$ cat config.mk
export PLATFORM = sky130hd
export DESIGN_NAME = dof_probe
export DESIGN_NICKNAME = d
export VERILOG_FILES = /design/src/hdl/dof_pkg.sv /design/src/hdl/dof_probe.sv
export SDC_FILE = /design/constraint.sdc
export NUM_CORES = 1
export LEC_CHECK = 0
export BUFFER_PORTS_ARGS = -buffer_cell sky130_fd_sc_hd__buf_4
export CORE_UTILIZATION = 35
export DETAILED_ROUTE_END_ITERATION = 6
export GPL_TIMING_DRIVEN = 0
export PLACE_DENSITY = 0.62
export SYNTH_ARGS = -nofsm -noshare
export SYNTH_HDL_FRONTEND = slang
export SYNTH_SLANG_ARGS = --single-unit
$ cat constraint.sdc
create_clock -name clk -period 8.75 [get_ports clk]
set_input_delay 1.3125 -clock clk [delete_from_list [all_inputs] [get_ports clk]]
set_output_delay 1.3125 -clock clk [all_outputs]
set_load 0.05 [all_outputs]
$ cat src/hdl/dof_pkg.sv
// ----------------------------------------------------------------------------
// dof_pkg
// Shared sizes, codes and types of the depth offset feature engine.
// ----------------------------------------------------------------------------
package dof_pkg;

  // Frame store geometry
  localparam int MAX_ROWS   = 512;
  localparam int MAX_COLS   = 512;
  localparam int ROW_W      = $clog2(MAX_ROWS);
  localparam int COL_W      = $clog2(MAX_COLS);
  localparam int ADDR_W     = ROW_W + COL_W;
  localparam int DEPTH_BITS = 16;

  // Field and register widths
  localparam int OFF_W      = 24;
  localparam int SIZE_W     = 10;
  localparam int FV_W       = 17;
  localparam int FV_LIMIT   = 65535;
  localparam int CFG_IDX_W  = 3;
  localparam int CFG_DATA_W = 24;
  localparam int Q_W        = OFF_W + 1;

  // Divider: one quotient bit a stage, four offsets side by side
  localparam int DIV_STAGES = OFF_W;
  localparam int LANES      = 4;

  // Item kinds carried on tuser
  localparam logic FUNC_WRITE = 1'b0;
  localparam logic FUNC_QUERY = 1'b1;

  // Register indexes
  localparam logic [CFG_IDX_W-1:0] REG_OFF1_ROW  = 3'd0;
  localparam logic [CFG_IDX_W-1:0] REG_OFF1_COL  = 3'd1;
  localparam logic [CFG_IDX_W-1:0] REG_OFF2_ROW  = 3'd2;
  localparam logic [CFG_IDX_W-1:0] REG_OFF2_COL  = 3'd3;
  localparam logic [CFG_IDX_W-1:0] REG_UNARY     = 3'd4;
  localparam logic [CFG_IDX_W-1:0] REG_HEIGHT    = 3'd5;
  localparam logic [CFG_IDX_W-1:0] REG_WIDTH     = 3'd6;
  localparam logic [CFG_IDX_W-1:0] REG_OUTSIDE   = 3'd7;

  // Lane order inside the divider
  localparam int LANE_R1 = 0;
  localparam int LANE_C1 = 1;
  localparam int LANE_R2 = 2;
  localparam int LANE_C2 = 3;

  // What travels with a query beside the quotients
  typedef struct packed {
    logic [ROW_W-1:0]      row;
    logic [COL_W-1:0]      col;
    logic [DEPTH_BITS-1:0] z;
  } dof_side_t;

endpackage

$ cat src/hdl/dof_probe.sv
// ----------------------------------------------------------------------------
// dof_probe
// Probe position: reference plus quotient per axis, frame bounds check and
// store address, registered.
// ----------------------------------------------------------------------------
module dof_probe import dof_pkg::*; (
  input  logic              clk,
  input  logic              adv,
  input  logic [ROW_W-1:0]  row,
  input  logic [COL_W-1:0]  col,
  input  logic [Q_W-1:0]    q_row,
  input  logic [Q_W-1:0]    q_col,
  input  logic [SIZE_W-1:0] height,
  input  logic [SIZE_W-1:0] width,
  output logic [ADDR_W-1:0] addr,
  output logic              in_frame
);

  logic signed [Q_W:0] r;
  logic signed [Q_W:0] c;
  logic [SIZE_W-1:0]   h;
  logic [SIZE_W-1:0]   w;

  // Effective frame is clipped to the store
  assign h = (height > SIZE_W'(MAX_ROWS)) ? SIZE_W'(MAX_ROWS) : height;
  assign w = (width  > SIZE_W'(MAX_COLS)) ? SIZE_W'(MAX_COLS) : width;

  assign r = $signed({{(Q_W+1-ROW_W){1'b0}}, row}) + $signed({q_row[Q_W-1], q_row});
  assign c = $signed({{(Q_W+1-COL_W){1'b0}}, col}) + $signed({q_col[Q_W-1], q_col});

  // Register the address and whether the probe lands in the frame
  always_ff @(posedge clk) begin
    if (adv) begin
      addr     <= {r[ROW_W-1:0], c[COL_W-1:0]};
      in_frame <= !r[Q_W] && !c[Q_W]
                  && (r < $signed({{(Q_W+1-SIZE_W){1'b0}}, h}))
                  && (c < $signed({{(Q_W+1-SIZE_W){1'b0}}, w}));
    end
  end

endmodule

==> results.md <==
- The run finished with clean final reports.
- The average vias per placed instance is roughly 5.5.
- The level count of the clock H-tree is 1.
- The floorplan step set the die height to 89.61 microns.
- The upper clock frequency limit is 202.7 MHz.
- The number of port buffers is ~110.
- The launch point of the worst path is col[0].
- The DRC marker count from the first detailed-route iteration is approximately 130.
- The layout has 716 filler cells.
- In this run the tightest slew margin relative to its limit is between 60% and 70%.
- The longest individual stage delay on the worst path is ~440 ps.
- On the final layout, the worst hold slack is 1391 ps.
- The peak ir drop on the vdd network is 0.05896 mV.
- After detailed routing, the number of remaining DRC violations is 0.
- The congestion estimate from routability-driven global placement came to 0.9499.
- The average instance in the mapped netlist occupies between 8 and 9 sq um.
- The width of the chip is around 90 microns.
- The post-route setup TNS is 0 ps.
- The type of the setup path with the least slack is in -> reg.
- For this configuration, the core starts out at a cell density of between 30% and 40%.
- The growth of design area from synthesis to finish is 36.47%.
- The leakage power of the design is approximately 0.0016 uW.
- The post-cts sizing count is 0.
- The clock tree from TritonCTS is done.
- When the netlist entered floorplanning its net count stood at ~450.
- The cell area after synthesis is between 2000 and 3000 sq um.
- The ratio of final minimum period to clock period is a little under three fifths.
- The number of synthesized flops with an enable pin is 19.
- The final net count is about 560.
- The first global-routing pass estimated 11.56 mm of wire.
- The most used flip-flop cell after synthesis is edfxtp_1.
- The root cell of the clock tree is clkbuf_8.
- The post-synthesis async set-or-reset flop share is 0%.
- The type of origin of the critical path is an input pin.
- Once the clock tree was built, the setup fixing pass inserted 0 buffers.
- Traced cell by cell, the critical path runs through buf_4 > ha_1 > fa_1 > a21oi_1 > o221ai_1 > a21oi_1 > nor2_1 > nor2_1 > xnor2_1 > ha_1 > o21ai_0 > o22ai_1 > a2111oi_0 > nand4b_1 > nor4_1 > nand4_1 > nor2_1.
- Entering global routing, the biggest net connects 20 pins.
- The number of inserted diodes is 0.
- The max-capacitance violation count is 0.
- The setup slack at placement is ~3600 ps.
- The deepest clock path buffer count is 2.
- After clock tree synthesis, the clock-pin slew on the worst setup and hold paths is 60 ps.
- Sequential elements use approximately a fifth of the synthesized area.
- The total global routing overflow is 0.
- The post-route core utilization is around 50%.
- The cell repeated most along the worst path is nor2_1.
- The largest driver fanout on the critical path is 5.
- The most critical setup path has its endpoint at in_frame.
- Buffers inserted during clock tree synthesis total 3.
- The routed design could run at a clock period as short as roughly 5000 ps.
- The hold violation count in the final report is 0.
- The routed design has 7.510 mm of wire.
- The via count of the first global-routing pass is ~2,600.
- The flop and latch count out of synthesis is 19.
- The total routing resource utilization after global routing is 18.49%.
- The half-perimeter wire length of the detailed placement result is ~6.4 mm.
- Once detail routing completed, the nets flagged for antenna violations numbered 0.
- The critical path data required time is roughly 8800 ps.
- The smallest setup slack after layout is between 3000 and 4000 ps.
- At the pin with the least slew margin, the transition time is ~530 ps.
- The total via count in the routed design is just under 3,000.
- The critical path data arrival time is about 5000 ps.
- For this design, the CTS-stage hold fixing added 0 buffers.
- The number of max-slew violations in the final report is 0.
- The detail-routed net length per standard cell is ~14 microns.
- Dividing total power by cell area gives a power density of approximately 110 nW/um^2.
- The row count is 31.
- The path class of the tightest hold or removal check is in -> reg.
- The clock sink count is 19.
- The slowest stage cell on the critical path is a2111oi_0.
- The first detailed-routing pass took 4 iterations.
- Setup repair after global routing left no endpoint under its margin.
- For this design the top-level I/O count stands at ~110.
- Setup violations remaining at the end of the flow were counted as 0.
- The number of different library cells used by synthesis comes to slightly below 60.
- In this run the standard cell core region covers approximately 7300 sq um.
- The synthesized instance count is ~320.
- The die footprint is around 8000 sq um.
- The warning count from the yosys run is 0.
- The share of cells above drive strength 1 is 27.42%.
- The number of antenna violations at the first check in global routing is 0.
- STA classifies the critical path endpoint as a register.
-- worst max-delay path, delay by kind of cell --
family	cells	cell delay, ps
simple gates	6	1010
buf+inv	1	110
compound gates	6	1400
xor+xnor	1	210
fa+ha+maj	3	970
-- power breakdown --
group | leakage [uW] | total [uW] | internal [uW] | switching [uW]
Combinational | 0.00142 | 242 | 98.2 | 144
Clock | 0.0000228 | 58.0 | 32.3 | 25.7
Sequential | 0.000186 | 121 | 118 | 3.76
-- per-stage QoR --
step                      total power [uW]  cell area [sq um]  instances
after global routing                 452.6               3666        533
after CTS                            424.7               3666        533
after detailed placement             364.4               3621        529
after global placement               361.7               3621        529
final                                421.3               3666        533
after floorplan                      275.0               2686        322
-- kinds of logic after synthesis --
| kind of cell | count (synthesis) | share of synthesized area, % |
|---|---|---|
| simple gates | 118 | 23.61 |
| compound gates | 108 | 28.18 |
| fa+ha+maj | 37 | 17.79 |
| buf+inv | 22 | 3.214 |
| flops | 19 | 21.24 |
| xor+xnor | 16 | 5.217 |
| mux | 2 | 0.7453 |
-- Yosys cell counts (2+ instances only) --
master      n  area [sq um]
ha_1       35         437.9
nand2_1    29         108.9
nor2_1     27         101.4
a21oi_1    19         95.09
edfxtp_1   19         570.6
inv_1      17         63.81
o21ai_0    17         85.08
xnor2_1    14         122.6
a211oi_1   12         90.09
nand4_1    10         62.56
nand3_1     8         40.04
nor3_1      7         35.03
o211ai_1    7         52.55
a21o_1      6         45.04
and3_1      6         37.54
o21a_1      5         37.54
a22oi_1     4         30.03
clkbuf_1    4         15.01
nor4_1      4         25.02
o22ai_1     4         25.02
a2111oi_0   3         26.28
and2_1      3         18.77
and4_1      3         26.28
nand2b_1    3         18.77
o21bai_1    3         22.52
o41ai_1     3         26.28
or3_1       3         18.77
a21boi_0    2         15.01
a221oi_1    2         17.52
a311o_1     2         20.02
a31oi_1     2         12.51
a41oi_1     2         17.52
and3_2      2         15.01
and3b_1     2         17.52
fa_1        2         40.04
mux2i_1     2         20.02
nor3b_1     2         15.01
o2111a_1    2         22.52
o221ai_1    2         17.52
o311ai_0    2         17.52
o31ai_1     2         15.01
xor2_1      2         17.52
-- state kept, by name (all words and copies together), names as in the netlist --
name,cells
in_frame,1
addr,18
-- layer usage --
layer | track usage [%] | routed length, microns | up-vias
met5 | 0 | 0 | -
met4 | 5.483 | 114 | 0
met3 | 1.645 | 356 | 11
met2 | 33.06 | 3589 | 90
met1 | 23.59 | 3450 | 1342
li1 | - | - | 1499
-- cells in the final DEF (no fill, tap or decap), types with 3 or more instances in the layout --
cell / netlist / final
a2111oi_0: 3 / 3
a211oi_1: 12 / 12
a21o_1: 6 / 6
a21oi_1: 19 / 19
a22oi_1: 4 / 4
and2_1: 3 / 3
and3_1: 6 / 6
and4_1: 3 / 3
buf_4: 1 / 109
clkbuf_1: 4 / 5
clkbuf_8: 0 / 3
edfxtp_1: 19 / 19
ha_1: 35 / 35
inv_1: 17 / 17
nand2_1: 29 / 29
nand2b_1: 3 / 3
nand3_1: 8 / 8
nand4_1: 10 / 10
nor2_1: 27 / 27
nor3_1: 7 / 7
nor4_1: 4 / 4
o211ai_1: 7 / 7
o21a_1: 5 / 5
o21ai_0: 17 / 17
o21bai_1: 3 / 3
o22ai_1: 4 / 4
o41ai_1: 3 / 3
or3_1: 3 / 3
xnor2_1: 14 / 14
-- cell type report --
| class | instances | area [sq um] | share of cell area (%) |
|---|---|---|---|
| clock buffers | 4 | 45.04 | 1.229 |
| repair buffers | 108 | 810.8 | 22.12 |
| flip-flops and latches | 19 | 570.5 | 15.56 |
| well taps | 99 | 123.9 | 3.379 |
| plain buffers | 5 | 22.52 | 0.6143 |
| multi-input cells | 281 | 2029 | 55.36 |
| inverters | 17 | 63.81 | 1.741 |
-- how the worst min path moves through the flow --
stage / startpoint / endpoint / slack, ps / cells after the start
CTS: q_col[0] / addr[0] / 1390 / 2
finish: q_col[0] / addr[0] / 1390 / 2
floorplan: adv / addr[0] / 1430 / 0
global route: q_row[0] / addr[9] / 1410 / 2
detailed placement: q_row[0] / addr[9] / 1660 / 2
global placement: q_col[0] / addr[0] / 1650 / 2
Power figures use the tool's default switching activity.
